[config.mk]
export PLATFORM = sky130hd
export DESIGN_NAME = wdc65816_alu_with_bcd
export DESIGN_NICKNAME = d
export VERILOG_FILES = /design/src/wdc_alu_pkg.sv /design/src/wdc_alu_decode.sv /design/src/wdc_alu_adjust.sv /design/src/wdc_alu_resolve.sv /design/src/wdc65816_alu_with_bcd.sv
export SDC_FILE = /design/constraint.sdc
export NUM_CORES = 1
export LEC_CHECK = 0
export BUFFER_PORTS_ARGS = -buffer_cell sky130_fd_sc_hd__buf_4
export CAP_MARGIN = 40
export CORE_MARGIN = 4
export CORE_UTILIZATION = 45
export CTS_CLUSTER_DIAMETER = 150
export DETAILED_ROUTE_END_ITERATION = 16
export PLACE_DENSITY_LB_ADDON = 0.08
export REMOVE_ABC_BUFFERS = 1
export SLEW_MARGIN = 20
export SYNTH_ARGS = -nofsm -noshare
export SYNTH_HDL_FRONTEND = slang
export SYNTH_SLANG_ARGS = --single-unit
[constraint.sdc]
create_clock -name clock -period 7.54 [get_ports clock]
set_clock_uncertainty 0.2 [all_clocks]
set_input_delay 0.754 -clock clock [delete_from_list [all_inputs] [get_ports clock]]
set_output_delay 0.754 -clock clock [all_outputs]
set_load 0.02 [all_outputs]
[src/wdc_alu_pkg.sv]
// wdc_alu_pkg: operation codes, bcd adjust constants and stage payload types
// for the 65816-style alu pipeline. no dependencies.

package wdc_alu_pkg;

   typedef enum logic [3:0] {
      OP_ADC = 4'd0,
      OP_SBC = 4'd1,
      OP_AND = 4'd2,
      OP_OR  = 4'd3,
      OP_XOR = 4'd4,
      OP_CMP = 4'd5,
      OP_ASL = 4'd6,
      OP_LSR = 4'd7,
      OP_ROL = 4'd8,
      OP_ROR = 4'd9,
      OP_INC = 4'd10,
      OP_DEC = 4'd11,
      OP_BIT = 4'd12,
      OP_TRB = 4'd13,
      OP_TSB = 4'd14
   } op_type;

   typedef enum logic [1:0] {
      SEL_SIMPLE = 2'd0,
      SEL_ADD    = 2'd1,
      SEL_SUB    = 2'd2
   } sel_type;

   localparam logic [15:0] BcdLimit [4] = '{16'h0009, 16'h009f, 16'h09ff, 16'h9fff};
   localparam logic [15:0] BcdFix   [4] = '{16'h0006, 16'h0060, 16'h0600, 16'h6000};

   typedef struct packed {
      logic value;
      logic carry;
      logic overflow;
      logic zero;
      logic negative;
   } mark_type;

   typedef struct packed {
      logic [3:0]  operation;
      logic        wide;
      logic [15:0] left_operand;
      logic [15:0] right_operand;
      logic        carry_flag;
      logic        decimal_mode;
      logic        bit_memory;
   } req_type;

   typedef struct packed {
      sel_type     sel;
      logic        wide;
      logic        dec;
      mark_type    mark;
      logic        nz_from_val;
      logic [15:0] val;
      logic        c;
      logic        v;
      logic        z;
      logic        n;
      logic [15:0] l;
      logic [15:0] r;
      logic        cin;
      logic        b;
      logic [16:0] sum_bin;
      logic [16:0] diff;
      logic [15:0] add_adj;
      logic [15:0] sub_adj;
   } s1_type;

   typedef struct packed {
      sel_type     sel;
      logic        wide;
      mark_type    mark;
      logic        nz_from_val;
      logic [15:0] val;
      logic        c;
      logic        v;
      logic        z;
      logic        n;
      logic [16:0] sum_bin;
      logic [15:0] diff;
      logic [15:0] add_adj;
      logic [15:0] sub_adj;
   } s2_type;

   typedef struct packed {
      logic [15:0] value;
      mark_type    mark;
      logic        c;
      logic        v;
      logic        z;
      logic        n;
   } rsp_type;

   function automatic logic [15:0] mask_of(input logic [15:0] x, input logic wide);
      mask_of = wide ? x : {8'h00, x[7:0]};
   endfunction

   function automatic logic sign_of(input logic [15:0] x, input logic wide);
      sign_of = wide ? x[15] : x[7];
   endfunction

endpackage

[src/wdc_alu_decode.sv]
// wdc_alu_decode: first stage, decodes the operation, forms logic and shift
// results, binary sum and difference and the low two bcd digit adjusts.
// depends on wdc_alu_pkg.

module wdc_alu_decode (
   input  logic                clock,
   input  logic                reset,
   input  logic                in_valid,
   output logic                in_stall,
   input  wdc_alu_pkg::req_type in_data,
   output logic                out_valid,
   input  logic                out_stall,
   output wdc_alu_pkg::s1_type out_data
);

   logic                valid_ff;
   wdc_alu_pkg::s1_type data_ff;
   wdc_alu_pkg::s1_type data_in;

   logic [15:0] l;
   logic [15:0] r;
   logic        cin;
   logic        b;
   logic        dec;
   logic        wide;
   logic [16:0] sum_bin;
   logic [16:0] diff;
   logic [16:0] cmp_diff;
   logic [4:0]  part0;
   logic [9:0]  part1;
   logic [15:0] adj0;
   logic [15:0] adj1;
   logic        bor0;
   logic        bor1;

   assign wide = in_data.wide;
   assign dec  = in_data.decimal_mode;
   assign cin  = in_data.carry_flag;
   assign b    = ~in_data.carry_flag;
   assign l    = wdc_alu_pkg::mask_of(in_data.left_operand, wide);
   assign r    = wdc_alu_pkg::mask_of(in_data.right_operand, wide);

   assign sum_bin  = {1'b0, l} + {1'b0, r} + {16'h0000, cin};
   assign diff     = {1'b0, l} - {1'b0, r} - {16'h0000, b};
   assign cmp_diff = {1'b0, l} - {1'b0, r};

   // low two digits of the decimal adjust
   assign part0 = {1'b0, l[3:0]} + {1'b0, r[3:0]} + {4'h0, cin};
   assign adj0  = (dec && ({11'h000, part0} > wdc_alu_pkg::BcdLimit[0]))
                  ? wdc_alu_pkg::BcdFix[0] : 16'h0000;
   assign part1 = {2'b00, l[7:0]} + {2'b00, r[7:0]} + {9'h000, cin} + adj0[9:0];
   assign adj1  = adj0 + ((dec && ({6'h00, part1} > wdc_alu_pkg::BcdLimit[1]))
                  ? wdc_alu_pkg::BcdFix[1] : 16'h0000);
   assign bor0  = {1'b0, l[3:0]} < ({1'b0, r[3:0]} + {4'h0, b});
   assign bor1  = {1'b0, l[7:0]} < ({1'b0, r[7:0]} + {8'h00, b});

   always_comb begin
      data_in         = '0;
      data_in.sel     = wdc_alu_pkg::SEL_SIMPLE;
      data_in.wide    = wide;
      data_in.dec     = dec;
      data_in.l       = l;
      data_in.r       = r;
      data_in.cin     = cin;
      data_in.b       = b;
      data_in.sum_bin = sum_bin;
      data_in.diff    = diff;
      data_in.add_adj = adj1;
      data_in.sub_adj = ((dec && bor0) ? wdc_alu_pkg::BcdFix[0] : 16'h0000)
                      + ((dec && bor1) ? wdc_alu_pkg::BcdFix[1] : 16'h0000);
      unique case (wdc_alu_pkg::op_type'(in_data.operation))
         wdc_alu_pkg::OP_ADC: begin
            data_in.sel         = wdc_alu_pkg::SEL_ADD;
            data_in.v           = wdc_alu_pkg::sign_of(~(l ^ r) & (l ^ sum_bin[15:0]), wide);
            data_in.mark        = '{value: 1'b1, carry: 1'b1, overflow: 1'b1,
                                    zero: 1'b1, negative: 1'b1};
            data_in.nz_from_val = 1'b1;
         end
         wdc_alu_pkg::OP_SBC: begin
            data_in.sel         = wdc_alu_pkg::SEL_SUB;
            data_in.v           = wdc_alu_pkg::sign_of((l ^ r) & (l ^ diff[15:0]), wide);
            data_in.c           = ~diff[16];
            data_in.mark        = '{value: 1'b1, carry: 1'b1, overflow: 1'b1,
                                    zero: 1'b1, negative: 1'b1};
            data_in.nz_from_val = 1'b1;
         end
         wdc_alu_pkg::OP_AND, wdc_alu_pkg::OP_OR, wdc_alu_pkg::OP_XOR,
         wdc_alu_pkg::OP_INC, wdc_alu_pkg::OP_DEC: begin
            unique case (wdc_alu_pkg::op_type'(in_data.operation))
               wdc_alu_pkg::OP_AND: data_in.val = l & r;
               wdc_alu_pkg::OP_OR:  data_in.val = l | r;
               wdc_alu_pkg::OP_XOR: data_in.val = l ^ r;
               wdc_alu_pkg::OP_INC: data_in.val = wdc_alu_pkg::mask_of(l + 16'h0001, wide);
               default:             data_in.val = wdc_alu_pkg::mask_of(l - 16'h0001, wide);
            endcase
            data_in.mark        = '{value: 1'b1, carry: 1'b0, overflow: 1'b0,
                                    zero: 1'b1, negative: 1'b1};
            data_in.nz_from_val = 1'b1;
         end
         wdc_alu_pkg::OP_CMP: begin
            data_in.val         = wdc_alu_pkg::mask_of(cmp_diff[15:0], wide);
            data_in.c           = ~cmp_diff[16];
            data_in.mark        = '{value: 1'b0, carry: 1'b1, overflow: 1'b0,
                                    zero: 1'b1, negative: 1'b1};
            data_in.nz_from_val = 1'b1;
         end
         wdc_alu_pkg::OP_ASL, wdc_alu_pkg::OP_ROL: begin
            data_in.c   = wdc_alu_pkg::sign_of(l, wide);
            data_in.val = wdc_alu_pkg::mask_of({l[14:0], 1'b0} |
               {15'h0000, (in_data.operation == wdc_alu_pkg::OP_ROL) & cin}, wide);
            data_in.mark        = '{value: 1'b1, carry: 1'b1, overflow: 1'b0,
                                    zero: 1'b1, negative: 1'b1};
            data_in.nz_from_val = 1'b1;
         end
         wdc_alu_pkg::OP_LSR, wdc_alu_pkg::OP_ROR: begin
            data_in.c   = l[0];
            data_in.val = {1'b0, l[15:1]};
            if ((in_data.operation == wdc_alu_pkg::OP_ROR) && cin) begin
               if (wide) begin
                  data_in.val[15] = 1'b1;
               end else begin
                  data_in.val[7] = 1'b1;
               end
            end
            data_in.mark        = '{value: 1'b1, carry: 1'b1, overflow: 1'b0,
                                    zero: 1'b1, negative: 1'b1};
            data_in.nz_from_val = 1'b1;
         end
         wdc_alu_pkg::OP_BIT: begin
            data_in.z    = (l & r) == 16'h0000;
            data_in.n    = wdc_alu_pkg::sign_of(r, wide);
            data_in.v    = wide ? r[14] : r[6];
            data_in.mark = '{value: 1'b0, carry: 1'b0, overflow: in_data.bit_memory,
                             zero: 1'b1, negative: in_data.bit_memory};
         end
         wdc_alu_pkg::OP_TRB, wdc_alu_pkg::OP_TSB: begin
            data_in.z    = (l & r) == 16'h0000;
            data_in.val  = (in_data.operation == wdc_alu_pkg::OP_TRB) ? (r & ~l) : (r | l);
            data_in.mark = '{value: 1'b1, carry: 1'b0, overflow: 1'b0,
                             zero: 1'b1, negative: 1'b0};
         end
         default: begin
            data_in.mark = '0;
         end
      endcase
   end

   assign in_stall = valid_ff && out_stall;

   always_ff @(posedge clock) begin
      if (reset) begin
         valid_ff <= 1'b0;
      end else if (!in_stall) begin
         valid_ff <= in_valid;
      end
   end

   always_ff @(posedge clock) begin
      if (!in_stall && in_valid) begin
         data_ff <= data_in;
      end
   end

   assign out_valid = valid_ff;
   assign out_data  = data_ff;

endmodule

[src/wdc_alu_adjust.sv]
// wdc_alu_adjust: second stage, upper two bcd digit adjusts for add and
// subtract in 16-bit decimal mode. depends on wdc_alu_pkg.

module wdc_alu_adjust (
   input  logic                clock,
   input  logic                reset,
   input  logic                in_valid,
   output logic                in_stall,
   input  wdc_alu_pkg::s1_type in_data,
   output logic                out_valid,
   input  logic                out_stall,
   output wdc_alu_pkg::s2_type out_data
);

   logic                valid_ff;
   wdc_alu_pkg::s2_type data_ff;
   wdc_alu_pkg::s2_type data_in;

   logic        go;
   logic [13:0] part2;
   logic [15:0] adj2;
   logic [17:0] part3;
   logic [15:0] adj3;
   logic        bor2;
   logic        bor3;

   assign go    = in_data.wide && in_data.dec;
   assign part2 = {2'b00, in_data.l[11:0]} + {2'b00, in_data.r[11:0]}
                + {13'h0000, in_data.cin} + in_data.add_adj[13:0];
   assign adj2  = in_data.add_adj + ((go && ({2'b00, part2} > wdc_alu_pkg::BcdLimit[2]))
                  ? wdc_alu_pkg::BcdFix[2] : 16'h0000);
   assign part3 = {1'b0, in_data.sum_bin} + {2'b00, adj2};
   assign adj3  = adj2 + ((go && (part3 > {2'b00, wdc_alu_pkg::BcdLimit[3]}))
                  ? wdc_alu_pkg::BcdFix[3] : 16'h0000);
   assign bor2  = {1'b0, in_data.l[11:0]} < ({1'b0, in_data.r[11:0]} + {12'h000, in_data.b});
   assign bor3  = in_data.diff[16];

   always_comb begin
      data_in.sel         = in_data.sel;
      data_in.wide        = in_data.wide;
      data_in.mark        = in_data.mark;
      data_in.nz_from_val = in_data.nz_from_val;
      data_in.val         = in_data.val;
      data_in.c           = in_data.c;
      data_in.v           = in_data.v;
      data_in.z           = in_data.z;
      data_in.n           = in_data.n;
      data_in.sum_bin     = in_data.sum_bin;
      data_in.diff        = in_data.diff[15:0];
      data_in.add_adj     = adj3;
      data_in.sub_adj     = in_data.sub_adj
                          + ((go && bor2) ? wdc_alu_pkg::BcdFix[2] : 16'h0000)
                          + ((go && bor3) ? wdc_alu_pkg::BcdFix[3] : 16'h0000);
   end

   assign in_stall = valid_ff && out_stall;

   always_ff @(posedge clock) begin
      if (reset) begin
         valid_ff <= 1'b0;
      end else if (!in_stall) begin
         valid_ff <= in_valid;
      end
   end

   always_ff @(posedge clock) begin
      if (!in_stall && in_valid) begin
         data_ff <= data_in;
      end
   end

   assign out_valid = valid_ff;
   assign out_data  = data_ff;

endmodule

[src/wdc_alu_resolve.sv]
// wdc_alu_resolve: last stage, applies the adjusts, picks the value, forms
// n, z and the add carry, gates unwritten outputs. depends on wdc_alu_pkg.

module wdc_alu_resolve (
   input  logic                 clock,
   input  logic                 reset,
   input  logic                 in_valid,
   output logic                 in_stall,
   input  wdc_alu_pkg::s2_type  in_data,
   output logic                 out_valid,
   input  logic                 out_stall,
   output wdc_alu_pkg::rsp_type out_data
);

   logic                 valid_ff;
   wdc_alu_pkg::rsp_type data_ff;
   wdc_alu_pkg::rsp_type data_in;

   logic [17:0] t;
   logic        add_c;
   logic [15:0] val_sub;
   logic [15:0] val;
   logic        c;
   logic        z;
   logic        n;

   assign t       = {1'b0, in_data.sum_bin} + {2'b00, in_data.add_adj};
   assign add_c   = in_data.wide ? (|t[17:16]) : (|t[17:8]);
   assign val_sub = in_data.diff - in_data.sub_adj;

   always_comb begin
      unique case (in_data.sel)
         wdc_alu_pkg::SEL_ADD: begin
            val = wdc_alu_pkg::mask_of(t[15:0], in_data.wide);
            c   = add_c;
         end
         wdc_alu_pkg::SEL_SUB: begin
            val = wdc_alu_pkg::mask_of(val_sub, in_data.wide);
            c   = in_data.c;
         end
         default: begin
            val = in_data.val;
            c   = in_data.c;
         end
      endcase
      z = in_data.nz_from_val ? (val == 16'h0000) : in_data.z;
      n = in_data.nz_from_val ? wdc_alu_pkg::sign_of(val, in_data.wide) : in_data.n;

      data_in.value = in_data.mark.value ? val : 16'h0000;
      data_in.mark  = in_data.mark;
      data_in.c     = in_data.mark.carry && c;
      data_in.v     = in_data.mark.overflow && in_data.v;
      data_in.z     = in_data.mark.zero && z;
      data_in.n     = in_data.mark.negative && n;
   end

   assign in_stall = valid_ff && out_stall;

   always_ff @(posedge clock) begin
      if (reset) begin
         valid_ff <= 1'b0;
      end else if (!in_stall) begin
         valid_ff <= in_valid;
      end
   end

   always_ff @(posedge clock) begin
      if (!in_stall && in_valid) begin
         data_ff <= data_in;
      end
   end

   assign out_valid = valid_ff;
   assign out_data  = data_ff;

endmodule

[src/wdc65816_alu_with_bcd.sv]
// wdc65816_alu_with_bcd: top level of the 65816-style alu with bcd add and
// subtract. depends on wdc_alu_pkg, wdc_alu_decode, wdc_alu_adjust, wdc_alu_resolve.
//
// usage:
//  - req channel: one beat carries operation, width, two operands, carry,
//    decimal and memory-form flags. a beat is taken when req_valid is high
//    and req_stall is low.
//  - rsp channel: one beat per request, in order, carrying the value, the
//    new n, v, z, c and a written mark for the value and each flag.
//  - pipeline: three register stages: decode and low bcd digits, upper bcd
//    digits, final adjust and flag forming, the first loaded at the accepting
//    edge; rsp_valid rises once the beat is held in the last of them.
//  - throughput is one beat per cycle; a new beat enters every cycle while
//    the pipeline moves.
//  - a stall on rsp holds the output register; stages behind it keep
//    filling bubbles, and req_stall rises only when all three are full.
//  - synchronous reset empties the pipeline; no configuration, no state
//    beyond the beats in flight.

module wdc65816_alu_with_bcd (
   input  logic        clock,
   input  logic        reset,
   input  logic        req_valid,
   output logic        req_stall,
   input  logic [3:0]  req_operation,
   input  logic        req_wide,
   input  logic [15:0] req_left_operand,
   input  logic [15:0] req_right_operand,
   input  logic        req_carry_flag,
   input  logic        req_decimal_mode,
   input  logic        req_bit_memory,
   output logic        rsp_valid,
   input  logic        rsp_stall,
   output logic [15:0] rsp_result_value,
   output logic        rsp_result_written,
   output logic        rsp_carry_out,
   output logic        rsp_overflow_out,
   output logic        rsp_zero_out,
   output logic        rsp_negative_out,
   output logic        rsp_carry_written,
   output logic        rsp_overflow_written,
   output logic        rsp_zero_written,
   output logic        rsp_negative_written
);

   wdc_alu_pkg::req_type req;
   wdc_alu_pkg::s1_type  s1_data;
   wdc_alu_pkg::s2_type  s2_data;
   wdc_alu_pkg::rsp_type rsp;
   logic                 s1_valid;
   logic                 s1_stall;
   logic                 s2_valid;
   logic                 s2_stall;

   assign req.operation     = req_operation;
   assign req.wide          = req_wide;
   assign req.left_operand  = req_left_operand;
   assign req.right_operand = req_right_operand;
   assign req.carry_flag    = req_carry_flag;
   assign req.decimal_mode  = req_decimal_mode;
   assign req.bit_memory    = req_bit_memory;

   wdc_alu_decode u_decode (
      .clock     (clock),
      .reset     (reset),
      .in_valid  (req_valid),
      .in_stall  (req_stall),
      .in_data   (req),
      .out_valid (s1_valid),
      .out_stall (s1_stall),
      .out_data  (s1_data)
   );

   wdc_alu_adjust u_adjust (
      .clock     (clock),
      .reset     (reset),
      .in_valid  (s1_valid),
      .in_stall  (s1_stall),
      .in_data   (s1_data),
      .out_valid (s2_valid),
      .out_stall (s2_stall),
      .out_data  (s2_data)
   );

   wdc_alu_resolve u_resolve (
      .clock     (clock),
      .reset     (reset),
      .in_valid  (s2_valid),
      .in_stall  (s2_stall),
      .in_data   (s2_data),
      .out_valid (rsp_valid),
      .out_stall (rsp_stall),
      .out_data  (rsp)
   );

   assign rsp_result_value     = rsp.value;
   assign rsp_result_written   = rsp.mark.value;
   assign rsp_carry_out        = rsp.c;
   assign rsp_overflow_out     = rsp.v;
   assign rsp_zero_out         = rsp.z;
   assign rsp_negative_out     = rsp.n;
   assign rsp_carry_written    = rsp.mark.carry;
   assign rsp_overflow_written = rsp.mark.overflow;
   assign rsp_zero_written     = rsp.mark.zero;
   assign rsp_negative_written = rsp.mark.negative;

   a_value_gated: assert property (@(posedge clock) disable iff (reset)
      (rsp_valid && !rsp_result_written) |-> (rsp_result_value == 16'h0000))
      else $error("value present without written mark");

   a_flags_gated: assert property (@(posedge clock) disable iff (reset)
      rsp_valid |-> ((rsp_carry_written || !rsp_carry_out)
                  && (rsp_overflow_written || !rsp_overflow_out)
                  && (rsp_zero_written || !rsp_zero_out)
                  && (rsp_negative_written || !rsp_negative_out)))
      else $error("flag set without written mark");

   a_neg_implies_zero: assert property (@(posedge clock) disable iff (reset)
      (rsp_valid && rsp_negative_written) |-> rsp_zero_written)
      else $error("n written without z");

   a_latency: assert property (@(posedge clock) disable iff (reset)
      (req_valid && !req_stall ##1 !rsp_stall ##1 !rsp_stall) |=> rsp_valid)
      else $error("beat did not reach output in three cycles");

endmodule

# Word-level counts from Yosys, hierarchy flattened
# Cells that the tools add are included.
totals:
  latchBits: 0
  input_bits: 44
  mem_bits_rw: 0
  reg_bits: 244
  mem_bits_ro: 0
  memories: 0
  elab_cells: 191
  out_inout_bits: 27
op_classes:
  mux: 39
  eq_ne: 16
  add_sub_neg: 26
  multipliers: 0
  shift: 0
  bitwise: 15
  n_reduce_logical: 36
  div: 0
  order_cmp: 7
op_table:
  columns: ["operator", "count"]
  rows:
  - ["$mux 16", 9]
  - ["$add 16x16->16", 6]
  - ["$pmux 16 s5", 1]
  - ["$and 16x16->16", 4]
  - ["$pmux 16 s4", 1]
  - ["$xor 16x16->16", 3]
  - ["$add 17x16->18", 2]
  - ["$logic_not 16->1", 2]
  - ["$not 16->16", 2]
  - ["$pmux 16 s2", 1]
  - ["$mux 15", 2]
  - ["$pmux 5 s6", 1]
  - ["$eq 4x4->1 const B", 7]
  - ["$mux 11", 2]
  - ["$logic_and 1x1->1", 20]
  - ["$gt 18x16->1 const B", 1]
  - ["$add 16x16->17", 1]
  - ["$add 17x1->17", 1]
  - ["$sub 16x16->17", 1]
  - ["$sub 17x1->17", 1]
  - ["$add 16x1->16 const B", 1]
  - ["$eq 4x3->1 const B", 4]
  - ["$or 16x1->16", 1]
  - ["$or 16x16->16", 1]
  - ["39 further kinds", 64]

# Longest topological paths before layout
# Gate-level depths: netlist (run 1).
depth:
  ltp_word: 12
  mapped_depth: 21
  mapped_depth_nobuf: 21

# Hierarchy
# From an unflattened synthesis (run 1), not the netlist that was laid out.
unflattened:
  cells_unflattened: 1586
  hier_area_um2: 16423.3
by_module_without_submodules:
  columns: ["module", "area_each_um2", "cells_each", "seq_area_each_um2", "instances"]
  rows:
  - ["wdc_alu_decode", 8310.5, 875, 3083.0, 1]
  - ["wdc_alu_adjust", 5018.6, 353, 2842.7, 1]
  - ["wdc_alu_resolve", 3094.2, 358, 770.7, 1]

# Worst setup path after synthesis (run 1)
# OpenSTA, ideal clock, no wires.
synth_path:
  kind: "input -> register"
  start: "input port rsp_stall"
  end: "register u_decode.data_ff, in the netlist u_decode.out_data[100], enable pin"
  arrival_time_ns: 5.069
  n_path_buf: 0
  setup_time_ns: 0.548
  cell_stages: 4
  slack_ns: 1.724
  required_time_ns: 6.792
  cell_sequence: "and3_1 nand2_1 inv_1 nor2_1"
synth_via:
  elab_chain_len: 5
synth_lines:
  columns: ["element", "line_no", "rtl"]
  rows:
  - ["start, declared", "wdc65816_alu_with_bcd.sv:33", "input logic rsp_stall,"]
  - ["$logic_and 1x1->1", "wdc_alu_resolve.sv:57", "assign in_stall = valid_ff && out_stall;"]
  - ["$logic_and 1x1->1", "wdc_alu_adjust.sv:56", "assign in_stall = valid_ff && out_stall;"]
  - ["$logic_and 1x1->1", "wdc_alu_decode.sv:148", "assign in_stall = valid_ff && out_stall;"]
  - ["named net req_stall", "wdc65816_alu_with_bcd.sv:24", "output logic req_stall,"]
  - ["$logic_not 1->1", null, null]
  - ["$logic_and 1x1->1", "wdc_alu_decode.sv:159", "if (!in_stall && in_valid) begin"]
  - ["end signal, assigned", "wdc_alu_decode.sv:160", "data_ff <= data_in;"]
  - ["end, declared", "wdc_alu_decode.sv:17", "wdc_alu_pkg::s1_type data_ff;"]
# The timed path passes the listed nets, and every way through them passes these cells.
# A chain may end at the register's enable or synchronous reset.

# Final worst setup path (run 1)
layout_path:
  start: "register u_decode.data_ff, in the netlist u_decode.out_data[68]"
  end: "register u_adjust.data_ff, in the netlist u_adjust.out_data[29], data pin"
layout_via:
  elab_chain_len: 12
layout_lines:
  columns: ["element", "line_no", "rtl"]
  rows:
  - ["$add 12x12->13 *", "wdc_alu_adjust.sv:28", "assign part2 = {2'b00, in_data.l[11:0]} + {2'b00, in_data.r[11:0]}"]
  - ["$add 14x1->14 *", "wdc_alu_adjust.sv:29", "+ {13'h0000, in_data.cin} + in_data.add_adj[13:0];"]
  - ["$add 14x14->14 *", "wdc_alu_adjust.sv:29", null]
  - ["$gt 14x12->1 *", "wdc_alu_adjust.sv:30", "assign adj2 = in_data.add_adj + ((go && ({2'b00, part2} > wdc_alu_pkg::BcdLimit[2]))"]
  - ["$logic_and 1x1->1 *", "wdc_alu_adjust.sv:30", null]
  - ["$mux 11 *", "wdc_alu_adjust.sv:31", "? wdc_alu_pkg::BcdFix[2] : 16'h0000);"]
  - ["$add 16x16->16 *", "wdc_alu_adjust.sv:30", null]
  - ["named net u_adjust.adj2[10]", "wdc_alu_adjust.sv:21", "logic [15:0] adj2;"]
  - ["$add 17x16->18", "wdc_alu_adjust.sv:32", "assign part3 = {1'b0, in_data.sum_bin} + {2'b00, adj2};"]
  - ["$gt 18x16->1", "wdc_alu_adjust.sv:33", "assign adj3 = adj2 + ((go && (part3 > {2'b00, wdc_alu_pkg::BcdLimit[3]}))"]
  - ["$logic_and 1x1->1", "wdc_alu_adjust.sv:33", null]
  - ["$mux 15", "wdc_alu_adjust.sv:34", "? wdc_alu_pkg::BcdFix[3] : 16'h0000);"]
  - ["$add 16x16->16 *", "wdc_alu_adjust.sv:33", null]
  - ["named net u_adjust.adj3[13]", "wdc_alu_adjust.sv:23", "logic [15:0] adj3;"]
  - ["end signal, assigned", "wdc_alu_adjust.sv:68", "data_ff <= data_in;"]
  - ["end, declared", "wdc_alu_adjust.sv:16", "wdc_alu_pkg::s2_type data_ff;"]
# The timed path passes the listed nets; every way through them passes the cells marked *.

==> qor.log, run 1 <==
INFO  clock_tree     maximum_level_of_the_cts_h_tree=4
INFO  route          detail_route.iter0.violations=873
INFO  clock_tree     cts_tree=done
INFO  route          viasPerCell=5.824
INFO  route          number_of_drc_violations_after_detailed_routing=0
INFO  place          placedCellCount=1703
INFO  synth          synth_xor_area_frac=0.07562
INFO  synth          synth_compound_area_frac=0.1731
INFO  clock_tree     number_of_cells_upsized_or_downsized_after_cts=0
INFO  finish         share_of_layout_cells_above_drive_strength_1=0.1087
INFO  pwr            post-layout-total-power=2926uW
INFO  setup_path     crit_arrival=5.41ns
INFO  synth          ys_async_sr_fraction=0
INFO  synth          dominantRegCellSynth=sky130_fd_sc_hd__edfxtp_1
INFO  clock_tree     tritoncts_num_sinks=192
INFO  global_route   grt_antenna_before_repair=0
INFO  setup_path     critical_path.max_stage_delay=0.48ns
INFO  sta            layout_setup_ws=2.110ns
INFO  route          routed_wire_length_per_instance=20.70um
INFO  synth          synth_mux_area_frac=0.003300
INFO  finish         n_antenna_cell=0
INFO  floorplanning  floorplan.initialDensity=0.4586
INFO  setup_path     required=7.52ns
INFO  pwr            power.leakage=0.005769uW
INFO  floorplanning  pin_count=71
INFO  setup_path     critPathBufInv=1
INFO  clock_tree     post_cts.repair.setup_buffers=0
INFO  floorplanning  rows=62
INFO  synth          syn_area=13270um^2
INFO  global_route   grt_overflow=0
INFO  finish         fillCellCount=2648
INFO  finish         most-common-layout-cells=sky130_fd_sc_hd__edfxtp_1, sky130_fd_sc_hd__ha_1, sky130_fd_sc_hd__nand2_1
INFO  sta            achievable-frequency=184.2MHz
INFO  sta            final_layout_worst_hold_slack=0.2143ns
INFO  clock_tree     clk_pin_slew=0.07ns
INFO  setup_path     worst-setup-path-type=flip-flop to flip-flop
INFO  finish         area.growth.synth_to_final=11.62%
INFO  finish         mostFrequentLayoutCell=sky130_fd_sc_hd__edfxtp_1
INFO  floorplanning  core_region_area=28940um^2
INFO  floorplanning  die_width=179.7um
INFO  route          detailroute.via_count=10110
INFO  place          gpl.final_weighted_congestion=0.9236
INFO  pwr            power_density=197.6nW/um^2
INFO  clock_tree     clk-insertion-delay-late=0.43ns
INFO  sta            timing.final.hold_violations=0
INFO  route          drtPass1Iterations=6
INFO  global_route   maximum_number_of_pins_on_one_net_before_global_route_repair=65
INFO  synth          synth_warnings=0
INFO  setup_path     worst_setup_path_start_kind=flip-flop
INFO  setup_path     crit_path_cell_trace=ha_1 -> inv_1 -> fa_1 -> nor2b_1 -> o21ai_0 -> o211ai_1 -> xor2_1 -> ha_1 -> nand2_1 -> o41ai_1 -> nand3_1 -> or3b_2 -> or3_1 -> a31oi_1 -> ha_1 -> nand4_1 -> nor4_1 -> o22ai_1 -> a221oi_1 -> nor2_1
INFO  global_route   track_usage=0.2205
INFO  synth          ys_ff_latch=192
INFO  synth          number_of_cells_produced_by_synthesis=1286
INFO  place          post-place-ws=2.148ns
INFO  sta            setup_repair_after_global_routing_missed_its_margin=no
INFO  sta            max_slew_margin=0.4456
INFO  clock_tree     cts_max_path_buffers=2
INFO  global_route   first_global_vias=9810
INFO  global_route   grt_first_pass_wirelength=56.17mm
INFO  clock_tree     cts-root-buf=sky130_fd_sc_hd__clkbuf_16
INFO  finish         final_cells=1736
INFO  sta            setup_tns=0ns
INFO  pwr            vdd_ir_drop_max=0.1473mV
INFO  setup_path     path_delay_family=simple AND/OR/NAND/NOR gates
INFO  setup_path     cpMostUsedCell=sky130_fd_sc_hd__ha_1
INFO  synth          synth_top_family_by_area=compound AO/OA/AOI/OAI gates
INFO  route          postRouteWirelength=35.94mm
INFO  status         run_status=completed
INFO  clock_tree     cts_hold_buffers=0
INFO  synth          ys_seq_area_frac=0.4322
INFO  min_path       kind_of_path_behind_the_tightest_hold_check=flip-flop to flip-flop
INFO  floorplanning  die_area=32300um^2
INFO  sta            worst_pin_slew=0.8292ns
INFO  route          postRouteAntennaNets=0
INFO  sta            slew_violations=0
INFO  setup_path     cp_max_delay_cell=sky130_fd_sc_hd__o41ai_1
INFO  synth          yosys.area_share.adder=0.1267
INFO  clock_tree     numCtsBuffers=17
INFO  place          placement.io_buffers=70
INFO  place          dpl.hpwl=28.06mm
INFO  setup_path     critical_path.endpoint_type=flip-flop
INFO  synth          syn-mean-instance-area=10.32um^2
INFO  synth          synth_enable_flop_cells=189
INFO  setup_path     critical_path_peak_fanout=3
INFO  floorplanning  die_h=179.7um
INFO  sta            min_period=5.430ns
INFO  sta            setup_violations=0
INFO  synth          post_synth_and_or_nand_nor_area_fraction=0.1485
INFO  finish         layout.nets=1512
INFO  synth          synth.distinct_cells=87
INFO  sta            timing.final.crit_share=0.7202
INFO  job            max_cap_violations=0
-- cell type report --
| type | instances | area [um^2] | area share |
|---|---|---|---|
| Multi-Input combinational cell | 955 | 7015 | 0.4736 |
| Sequential cell | 192 | 5736 | 0.3872 |
| Timing Repair Buffer | 83 | 671.9 | 0.04536 |
| Tap cell | 384 | 480.5 | 0.03244 |
| Clock buffer | 18 | 429.2 | 0.02897 |
| Inverter | 90 | 337.8 | 0.02281 |
| Clock inverter | 14 | 141.4 | 0.009546 |
-- metal layers --
| metal | vias up | track usage | wire length [um] |
|---|---|---|---|
| met2 | 311 | 0.3557 | 16530 |
| met4 | 0 | 0.06766 | 871 |
| met5 | - | 0 | 0 |
| li1 | 4893 | - | - |
| met3 | 43 | 0.02365 | 1537 |
| met1 | 4863 | 0.3154 | 17000 |
-- cells by family after synthesis --
logic type | count (synthesis)
AOI/OAI and AO/OA | 325
xor gates and xnor gates | 113
adders and majority gates | 129
buffers and inverters | 139
and+or+nand+nor | 384
muxes | 4
DFF | 192
-- registers in the layout (all words and copies together), names as in the netlist --
name                 count
u_adjust.out_data       70
u_decode.out_data       94
u_adjust.out_valid       1
u_decode.out_valid       1
u_resolve.out_valid      1
u_resolve.out_data      25
-- cell usage after synthesis (4+ instances only) --
cell,n,area share
sky130_fd_sc_hd__a21oi_1,78,0.029
sky130_fd_sc_hd__a221o_1,6,0.0045
sky130_fd_sc_hd__nor3_1,28,0.011
sky130_fd_sc_hd__o221a_2,5,0.0042
sky130_fd_sc_hd__o22ai_1,11,0.0052
sky130_fd_sc_hd__a211oi_1,9,0.0051
sky130_fd_sc_hd__o221ai_1,5,0.0033
sky130_fd_sc_hd__buf_2,4,0.0015
sky130_fd_sc_hd__o21ai_0,48,0.018
sky130_fd_sc_hd__a31oi_1,6,0.0028
sky130_fd_sc_hd__nand2b_1,18,0.0085
sky130_fd_sc_hd__o2111ai_1,6,0.0040
sky130_fd_sc_hd__a21o_1,20,0.011
sky130_fd_sc_hd__a41oi_1,4,0.0026
sky130_fd_sc_hd__nor2_1,77,0.022
sky130_fd_sc_hd__o21bai_1,10,0.0057
sky130_fd_sc_hd__nor2b_1,22,0.010
sky130_fd_sc_hd__inv_1,86,0.024
sky130_fd_sc_hd__o211ai_1,18,0.010
sky130_fd_sc_hd__o21a_1,7,0.0040
sky130_fd_sc_hd__a21boi_0,4,0.0023
sky130_fd_sc_hd__edfxtp_1,189,0.43
sky130_fd_sc_hd__or3_1,6,0.0028
sky130_fd_sc_hd__a22oi_1,28,0.016
sky130_fd_sc_hd__a211o_1,6,0.0040
sky130_fd_sc_hd__ha_1,120,0.11
sky130_fd_sc_hd__xor2_1,32,0.021
sky130_fd_sc_hd__o31ai_1,4,0.0023
sky130_fd_sc_hd__buf_1,4,0.0011
sky130_fd_sc_hd__and2_1,15,0.0071
sky130_fd_sc_hd__nor3b_1,6,0.0034
sky130_fd_sc_hd__and3_1,20,0.0094
sky130_fd_sc_hd__nand2_1,96,0.027
sky130_fd_sc_hd__fa_1,9,0.014
sky130_fd_sc_hd__a221oi_1,15,0.0099
sky130_fd_sc_hd__xnor2_1,80,0.053
sky130_fd_sc_hd__clkbuf_1,39,0.011
sky130_fd_sc_hd__nand3_1,46,0.017
sky130_fd_sc_hd__nor4_1,11,0.0052
sky130_fd_sc_hd__nand4_1,16,0.0075
-- where the power goes --
part	total (uW)	internal [uW]	switching (uW)
Combinational	729	280	449
Clock	858	440	418
Sequential	1340	1290	47.4
-- worst paths after layout --
kind | start | end | slack (ns) | depth (start not counted)
worst max register to register | u_decode.out_data[68]$_DFFE_PP_ | u_adjust.out_data[29]$_DFFE_PP_ | 2.11 | 20
worst min register to register | u_decode.out_data[42]$_DFFE_PP_ | u_adjust.out_data[42]$_DFFE_PP_ | 0.21 | 0
worst min-delay path | u_decode.out_data[42]$_DFFE_PP_ | u_adjust.out_data[42]$_DFFE_PP_ | 0.21 | 0
worst max-delay path | u_decode.out_data[68]$_DFFE_PP_ | u_adjust.out_data[29]$_DFFE_PP_ | 2.11 | 20
-- stage by stage --
stage | utilization | area (um^2)
6_report | 0.5119 | 14810
2_1_floorplan | - | 13070
4_1_cts | 0.5109 | 14780
5_1_grt | 0.5119 | 14810
3_3_place_gp | 0.4894 | 14160
3_5_place_dp | 0.4912 | 14210
Power figures use the tool's default switching activity.
==> run 2, diff against run 1 <==
==> constraint.sdc (replaced) <==
create_clock -name clock -period 5.4 [get_ports clock]
set_clock_uncertainty 0.2 [all_clocks]
set_input_delay 0.54 -clock clock [delete_from_list [all_inputs] [get_ports clock]]
set_output_delay 0.54 -clock clock [all_outputs]
set_load 0.02 [all_outputs]
==> run 2 against run 1 <==
Net effect:
- combinational power rose by 43%
- via count increased by 0.76%
- clock power up 40%
- sequential share of layout area fell by 0.10 points
- global-route usage shrank 0.19 points
- non-clock buffer count rose by 5
- flip-flop and latch count did not move
- critical path depth increased by 1
- final cell count rose by 0.29%
- critical endpoint unchanged
- largest cell class unchanged
==> qor.log, run 2 (synthesized netlist as in run 1, its figures left out) <==
INFO  finish         layout.nets=1517 [was 1512]
INFO  global_route   grt_overflow=0 [unchanged]
INFO  route          number_of_drc_violations_after_detailed_routing=0 [unchanged]
INFO  route          drtPass1Iterations=5 [was 6]
INFO  route          postRouteAntennaNets=0 [unchanged]
INFO  route          detail_route.iter0.violations=797 [was 873]
INFO  finish         design_area=14850um^2 [was 14810 um^2]
INFO  sta            worst_pin_slew=0.8311ns [was 0.8292 ns]
INFO  clock_tree     tritoncts_num_sinks=192 [unchanged]
INFO  sta            max_slew_margin=0.4409 [was 0.4456]
INFO  finish         mostFrequentLayoutCell=sky130_fd_sc_hd__edfxtp_1 [unchanged]
INFO  sta            timing.final.hold_violations=0 [unchanged]
INFO  global_route   first_global_vias=9849 [was 9810]
INFO  global_route   grt_first_pass_wirelength=55.97mm [was 56.17 mm]
INFO  floorplanning  pin_count=71 [unchanged]
INFO  global_route   grt_antenna_before_repair=0 [unchanged]
INFO  floorplanning  die_width=179.7um [unchanged]
INFO  pwr            sw_frac_of_total=0.3067 [was 0.3123]
INFO  setup_path     worst-setup-path-type=flip-flop to flip-flop [unchanged]
INFO  clock_tree     cts-root-buf=sky130_fd_sc_hd__clkbuf_16 [unchanged]
INFO  clock_tree     cts_tree=done [unchanged]
INFO  finish         area.growth.synth_to_final=11.92% [was 11.62%]
INFO  setup_path     critical_path.endpoint_type=flip-flop [unchanged]
INFO  finish         n_antenna_cell=0 [unchanged]
INFO  floorplanning  die_area=32300um^2 [unchanged]
INFO  pwr            vdd_ir_drop_max=0.1886mV [was 0.1473 mV]
INFO  floorplanning  core_region_area=28940um^2 [unchanged]
INFO  clock_tree     clk_pin_slew=0.07ns [about the same]
INFO  route          postRouteWirelength=36.14mm [was 35.94 mm]
INFO  route          routed_wire_length_per_instance=20.76um [was 20.70 um]
INFO  clock_tree     post_cts.repair.setup_buffers=0 [unchanged]
INFO  setup_path     required=5.38ns [was 7.52 ns]
INFO  place          dpl-instance-area=14260um^2 [was 14210 um^2]
INFO  clock_tree     cts_max_path_buffers=2 [unchanged]
INFO  place          dpl.hpwl=28.11mm [was 28.06 mm]
INFO  finish         share_of_layout_cells_above_drive_strength_1=0.1150 [was 0.1087]
INFO  floorplanning  rows=62 [unchanged]
INFO  status         run_status=completed [unchanged]
INFO  route          viasPerCell=5.851 [was 5.824]
INFO  pwr            pwr-share-comb=0.252 [was 0.249]
INFO  sta            achievable-frequency=194.8MHz [was 184.2 MHz]
INFO  finish         final_cells=1741 [was 1736]
INFO  floorplanning  die_h=179.7um [unchanged]
INFO  place          placedCellCount=1709 [was 1703]
INFO  min_path       kind_of_path_behind_the_tightest_hold_check=primary input to flip-flop [was flip-flop to flip-flop]
INFO  finish         largest_reg_flops=94 [unchanged]
INFO  pwr            post-layout-total-power=4112uW [was 2926 uW]
INFO  sta            layout_setup_ws=0.2677ns [was 2.110 ns]
INFO  clock_tree     numCtsBuffers=17 [unchanged]
INFO  setup_path     worst_setup_path_start_kind=flip-flop [unchanged]
INFO  sta            setup_repair_after_global_routing_missed_its_margin=no [unchanged]
INFO  finish         most-common-layout-cells=sky130_fd_sc_hd__edfxtp_1, sky130_fd_sc_hd__ha_1, sky130_fd_sc_hd__nand2_1 [unchanged]
INFO  job            max_cap_violations=0 [unchanged]
INFO  pwr            internal_power=2851uW [was 2012 uW]
INFO  route          detailroute.via_count=10187 [was 10110]
INFO  place          post-place-ws=0.1157ns [was 2.148 ns]
INFO  setup_path     crit_arrival=5.11ns [was 5.41 ns]
INFO  sta            setup_tns=0ns [unchanged]
INFO  pwr            share_clk_of_total_power=0.292 [was 0.293]
INFO  clock_tree     clk-insertion-delay-late=0.43ns [about the same]
INFO  pwr            p_sw=1261uW [was 913.9 uW]
INFO  clock_tree     cts_hold_buffers=0 [unchanged]
INFO  global_route   maximum_number_of_pins_on_one_net_before_global_route_repair=58 [was 65]
INFO  pwr            power.leakage=0.005787uW [was 0.005769 uW]
INFO  place          gpl.final_weighted_congestion=0.9546 [was 0.9236]
INFO  pwr            power_density=276.9nW/um^2 [was 197.6 nW/um^2]
INFO  sta            slew_violations=0 [unchanged]
INFO  sta            min_period=5.132ns [was 5.430 ns]
INFO  sta            timing.final.crit_share=0.9504 [was 0.7202]
INFO  setup_path     critical_path_peak_fanout=3 [unchanged]
INFO  clock_tree     maximum_level_of_the_cts_h_tree=4 [unchanged]
INFO  sta            setup_violations=0 [unchanged]
INFO  pwr            power_frac_seq=0.455 [was 0.458]
INFO  floorplanning  floorplan.initialDensity=0.4586 [unchanged]
INFO  global_route   track_usage=0.2186 [was 0.2205]
INFO  place          placement.io_buffers=70 [unchanged]
## run 2: final timing paths
kind                              startpoint                         endpoint  slack, ns  cells past startpoint
max          u_decode.out_data[68]$_DFFE_PP_  u_adjust.out_data[29]$_DFFE_PP_       0.27                     21
min                                    reset  u_decode.out_valid$_SDFFE_PP0N_       0.08                      2
max reg2reg  u_decode.out_data[68]$_DFFE_PP_  u_adjust.out_data[29]$_DFFE_PP_       0.27                     21
min reg2reg  u_decode.out_data[44]$_DFFE_PP_  u_adjust.out_data[44]$_DFFE_PP_       0.22                      0
## run 2: per-stage QoR
stage / utilization / hold WS, ns
global placement: 0.4913 / 0.2026
floorplan: - / 0.2003
finish: 0.5133 / 0.08333
detailed placement: 0.4929 / 0.2045
global route: 0.5133 / 0.07172
CTS: 0.5124 / 0.06160
## run 2: what timing repair did
item,CTS,global route
endpoints found under the hold margin,0,0
setup endpoints to repair,0,1
gates resized for setup,0,4
## run 2: power by group through the flow
stage	sequential [uW]	combinational [uW]	clock (uW)
after floorplan	1890	677	0
after global placement	1900	998	0
after global routing	1890	1140	1290
after detailed placement	1910	1010	0
after CTS	1870	1020	1230
final	1870	1040	1200
## run 2: area by class of cell
type / instances / area, um^2
fill: 2662 / 14080
clock inverter: 14 / 133.9
multi-input combinational: 955 / 7042
tap: 384 / 480.5
clock buffer: 18 / 429.2
inverter: 90 / 337.8
sequential: 192 / 5736
timing repair buffer: 88 / 693.2
## run 2: worst max-delay path, stage by stage (launching register included)
cell                       delay [ns]
sky130_fd_sc_hd__edfxtp_1        0.37
sky130_fd_sc_hd__ha_1            0.21
sky130_fd_sc_hd__inv_1           0.07
sky130_fd_sc_hd__fa_1            0.40
sky130_fd_sc_hd__nor2b_1         0.13
sky130_fd_sc_hd__o21ai_0         0.11
sky130_fd_sc_hd__o211ai_1        0.29
sky130_fd_sc_hd__xor2_1          0.15
sky130_fd_sc_hd__ha_1            0.33
sky130_fd_sc_hd__nand2_1         0.10
sky130_fd_sc_hd__o41ai_2         0.33
sky130_fd_sc_hd__nand3_1         0.13
sky130_fd_sc_hd__or3b_2          0.48
sky130_fd_sc_hd__or3_1           0.37
sky130_fd_sc_hd__a31oi_2         0.24
sky130_fd_sc_hd__ha_1            0.29
sky130_fd_sc_hd__nand4_1         0.13
sky130_fd_sc_hd__nor4_2          0.06
sky130_fd_sc_hd__nand3_1         0.08
sky130_fd_sc_hd__o21ai_0         0.10
sky130_fd_sc_hd__a221oi_2        0.27
sky130_fd_sc_hd__nor2_1          0.05
## run 2: per-layer routing
| metal | track usage | wire [um] | vias up |
|---|---|---|---|
| li1 | - | - | 4895 |
| met1 | 0.3087 | 16950 | 4914 |
| met2 | 0.3518 | 16690 | 329 |
| met3 | 0.02890 | 1597 | 49 |
| met4 | 0.06949 | 893 | 0 |
| met5 | 0 | 0 | - |
==> run 3, diff against run 2 <==
==> constraint.sdc (replaced) <==
create_clock -name clock -period 6.3 [get_ports clock]
set_clock_uncertainty 0.2 [all_clocks]
set_input_delay 0.63 -clock clock [delete_from_list [all_inputs] [get_ports clock]]
set_output_delay 0.63 -clock clock [all_outputs]
set_load 0.02 [all_outputs]
==> run 3 against run 2 <==
Net effect:
- flip-flop and latch count did not move
- combinational power fell by 17%
- sequential share of layout area rose by 0.14 points
- critical path depth fell by 1
- hold slack improved by 0.089 ns
- final cell count fell by 0.40%
- core utilization fell by 0.19 points
- non-clock buffer count fell by 7
- highest routed layer unchanged
==> qor.log, run 3 (synthesized netlist as in run 1, its figures left out) <==
INFO  status         run_status=completed [unchanged]
INFO  clock_tree     cts_hold_buffers=0 [unchanged]
INFO  floorplanning  floorplan.initialDensity=0.4586 [unchanged]
INFO  floorplanning  die_area=32300um^2 [unchanged]
INFO  floorplanning  die_h=179.7um [unchanged]
INFO  setup_path     reg2reg_depth=20 [was 21]
INFO  route          postRouteWirelength=35.76mm [was 36.14 mm]
INFO  sta            worst_pin_slew=0.8839ns [was 0.8311 ns]
INFO  global_route   grt_antenna_before_repair=0 [unchanged]
INFO  clock_tree     clk_pin_slew=0.08ns [was 0.07 ns]
INFO  pwr            internal_power=2422uW [was 2851 uW]
INFO  global_route   first_global_vias=9568 [was 9849]
INFO  finish         mostFrequentLayoutCell=sky130_fd_sc_hd__edfxtp_1 [unchanged]
INFO  finish         n_antenna_cell=0 [unchanged]
INFO  floorplanning  die_width=179.7um [unchanged]
INFO  finish         most-common-layout-cells=sky130_fd_sc_hd__edfxtp_1, sky130_fd_sc_hd__ha_1, sky130_fd_sc_hd__nand2_1 [unchanged]
INFO  sta            setup_repair_after_global_routing_missed_its_margin=no [unchanged]
INFO  job            max_cap_violations=0 [unchanged]
INFO  sta            layout_setup_ws=0.8557ns [was 0.2677 ns]
INFO  global_route   maximum_number_of_pins_on_one_net_before_global_route_repair=55 [was 58]
INFO  floorplanning  core_region_area=28940um^2 [unchanged]
INFO  setup_path     required=6.28ns [was 5.38 ns]
INFO  clock_tree     cts_max_path_buffers=2 [unchanged]
INFO  route          viasPerCell=5.776 [was 5.851]
INFO  sta            min_period=5.444ns [was 5.132 ns]
INFO  route          routed_wire_length_per_instance=20.62um [was 20.76 um]
INFO  clock_tree     numCtsBuffers=17 [unchanged]
INFO  sta            setup_violations=0 [unchanged]
INFO  finish         final_cells=1734 [was 1741]
INFO  finish         area.growth.synth_to_final=11.50% [was 11.92%]
INFO  setup_path     critical_path_peak_fanout=3 [unchanged]
INFO  global_route   grt_first_pass_wirelength=55.34mm [was 55.97 mm]
INFO  place          gpl.final_weighted_congestion=0.9392 [was 0.9546]
INFO  clock_tree     tritoncts_num_sinks=192 [unchanged]
INFO  clock_tree     post_cts.repair.setup_buffers=0 [unchanged]
INFO  finish         largest_reg_flops=94 [unchanged]
INFO  pwr            power_frac_seq=0.452 [was 0.455]
INFO  global_route   track_usage=0.2172 [was 0.2186]
INFO  global_route   grt_overflow=0 [unchanged]
INFO  pwr            share_clk_of_total_power=0.303 [was 0.292]
INFO  pwr            vdd_ir_drop_max=0.1845mV [was 0.1886 mV]
INFO  sta            slew_violations=0 [unchanged]
INFO  pwr            sw_frac_of_total=0.3169 [was 0.3067]
INFO  route          drtPass1Iterations=5 [unchanged]
INFO  setup_path     critical_path_cell_count=20 [was 21]
INFO  finish         share_of_layout_cells_above_drive_strength_1=0.1096 [was 0.1150]
INFO  pwr            power_density=239.6nW/um^2 [was 276.9 nW/um^2]
INFO  sta            final_layout_worst_hold_slack=0.1722ns [was 0.08333 ns]
INFO  pwr            p_sw=1124uW [was 1261 uW]
INFO  setup_path     worst_setup_path_start_kind=flip-flop [unchanged]
INFO  setup_path     worst-setup-path-type=flip-flop to flip-flop [unchanged]
INFO  pwr            pwr-share-comb=0.245 [was 0.252]
INFO  sta            timing.final.hold_violations=0 [unchanged]
INFO  sta            timing.final.crit_share=0.8642 [was 0.9504]
INFO  clock_tree     maximum_level_of_the_cts_h_tree=4 [unchanged]
INFO  place          placedCellCount=1702 [was 1709]
INFO  sta            achievable-frequency=183.7MHz [was 194.8 MHz]
INFO  place          post-place-ws=0.9142ns [was 0.1157 ns]
INFO  route          detailroute.via_count=10016 [was 10187]
INFO  floorplanning  rows=62 [unchanged]
INFO  clock_tree     cts_tree=done [unchanged]
INFO  clock_tree     number_of_cells_upsized_or_downsized_after_cts=0 [unchanged]
INFO  route          detail_route.iter0.violations=839 [was 797]
INFO  setup_path     critPathBufInv=1 [unchanged]
INFO  clock_tree     cts-root-buf=sky130_fd_sc_hd__clkbuf_16 [unchanged]
INFO  setup_path     cp_max_delay_cell=sky130_fd_sc_hd__or3b_2 [unchanged]
INFO  pwr            power.leakage=0.005768uW [was 0.005787 uW]
INFO  place          placement.io_buffers=70 [unchanged]
INFO  clock_tree     clk-insertion-delay-late=0.43ns [about the same]
INFO  route          postRouteAntennaNets=0 [unchanged]
INFO  floorplanning  pin_count=71 [unchanged]
INFO  setup_path     path_delay_family=simple AND/OR/NAND/NOR gates [unchanged]
INFO  setup_path     critical_path.endpoint_type=flip-flop [unchanged]
INFO  min_path       kind_of_path_behind_the_tightest_hold_check=primary input to flip-flop [unchanged]
INFO  finish         layout.nets=1510 [was 1517]
INFO  setup_path     critical_path.max_stage_delay=0.48ns [about the same]
INFO  sta            max_slew_margin=0.4085 [was 0.4409]
INFO  setup_path     crit_arrival=5.42ns [was 5.11 ns]
INFO  route          number_of_drc_violations_after_detailed_routing=0 [unchanged]
INFO  sta            setup_tns=0ns [unchanged]
INFO  place          dpl.hpwl=27.79mm [was 28.11 mm]
INFO  setup_path     cpMostUsedCell=sky130_fd_sc_hd__ha_1 [unchanged]
INFO  setup_path     crit_path_cell_trace=ha_1 -> inv_1 -> fa_1 -> nor2b_1 -> o21ai_0 -> o211ai_1 -> xor2_1 -> ha_1 -> nand2_1 -> o41ai_1 -> nand3_1 -> or3b_2 -> or3_1 -> a31oi_1 -> ha_1 -> nand4_1 -> nor4_1 -> o22ai_1 -> a221oi_1 -> nor2_1 [was ha_1 -> inv_1 -> fa_1 -> nor2b_1 -> o21ai_0 -> o211ai_1 -> xor2_1 -> ha_1 -> nand2_1 -> o41ai_2 -> nand3_1 -> or3b_2 -> or3_1 -> a31oi_2 -> ha_1 -> nand4_1 -> nor4_2 -> nand3_1 -> o21ai_0 -> a221oi_2 -> nor2_1]
INFO  min_path       hold_depth=2 [unchanged]
## run 3: cell count changes in the layout (fill, tap and decap cells not counted), moves of 2 or more
| cell | delta |
|---|---|
| sky130_fd_sc_hd__buf_4 | -6 |
| sky130_fd_sc_hd__inv_8 | +2 |
| sky130_fd_sc_hd__clkinv_1 | -2 |
| sky130_fd_sc_hd__clkinvlp_4 | -3 |
| sky130_fd_sc_hd__clkinv_8 | +4 |
## run 3: per-stage QoR
stage | utilization | instance area (um^2) | power, uW
after floorplan | - | 13070 | 2201
after global placement | 0.4897 | 14170 | 2476
after detailed placement | 0.4904 | 14190 | 2490
after CTS | 0.5114 | 14800 | 3555
after global routing | 0.5114 | 14800 | 3724
final | 0.5114 | 14800 | 3546
## run 3: path summary, 6_finish.rpt
check | start | endpoint | slack (ns)
max | u_decode.out_data[68]$_DFFE_PP_ | u_adjust.out_data[29]$_DFFE_PP_ | 0.86
min | reset | u_decode.out_valid$_SDFFE_PP0N_ | 0.17
max reg2reg | u_decode.out_data[68]$_DFFE_PP_ | u_adjust.out_data[29]$_DFFE_PP_ | 0.86
min reg2reg | u_decode.out_data[104]$_SDFFCE_PN0P_ | u_adjust.out_data[69]$_DFFE_PP_ | 0.22
## run 3: layout make-up
| cell class | count | area (um^2) |
|---|---|---|
| Clock buffer | 17 | 425.4 |
| Clock inverter | 15 | 181.4 |
| Fill cell | 2646 | 14140 |
| Inverter | 90 | 337.8 |
| Multi-Input combinational cell | 955 | 7015 |
| Sequential cell | 192 | 5736 |
| Tap cell | 384 | 480.5 |
| Timing Repair Buffer | 81 | 620.6 |
## run 3: power by group through the flow
stage / logic (uW) / clock network, uW / registers (uW)
after floorplan: 580 / 0 / 1620
after global placement: 845 / 0 / 1630
after detailed placement: 855 / 0 / 1630
after CTS: 859 / 1090 / 1610
after global routing: 955 / 1150 / 1620
final: 868 / 1070 / 1600
## run 3: worst reg2reg max path, stage by stage (launching register included)
cell and delay (ns):
sky130_fd_sc_hd__edfxtp_1 0.36, sky130_fd_sc_hd__ha_1 0.21, sky130_fd_sc_hd__inv_1 0.07, sky130_fd_sc_hd__fa_1 0.39
sky130_fd_sc_hd__nor2b_1 0.12, sky130_fd_sc_hd__o21ai_0 0.12, sky130_fd_sc_hd__o211ai_1 0.27, sky130_fd_sc_hd__xor2_1 0.14
sky130_fd_sc_hd__ha_1 0.33, sky130_fd_sc_hd__nand2_1 0.08, sky130_fd_sc_hd__o41ai_1 0.43, sky130_fd_sc_hd__nand3_1 0.16
sky130_fd_sc_hd__or3b_2 0.48, sky130_fd_sc_hd__or3_1 0.35, sky130_fd_sc_hd__a31oi_1 0.32, sky130_fd_sc_hd__ha_1 0.18
sky130_fd_sc_hd__nand4_1 0.11, sky130_fd_sc_hd__nor4_1 0.39, sky130_fd_sc_hd__o22ai_1 0.15, sky130_fd_sc_hd__a221oi_1 0.25
sky130_fd_sc_hd__nor2_1 0.07
## run 3: per-layer routing
layer,vias up,track usage,share of wire
li1,4900,-,-
met1,4729,0.3101,0.46
met2,336,0.3472,0.46
met3,51,0.02971,0.050
met4,0,0.06431,0.025
met5,-,0,0
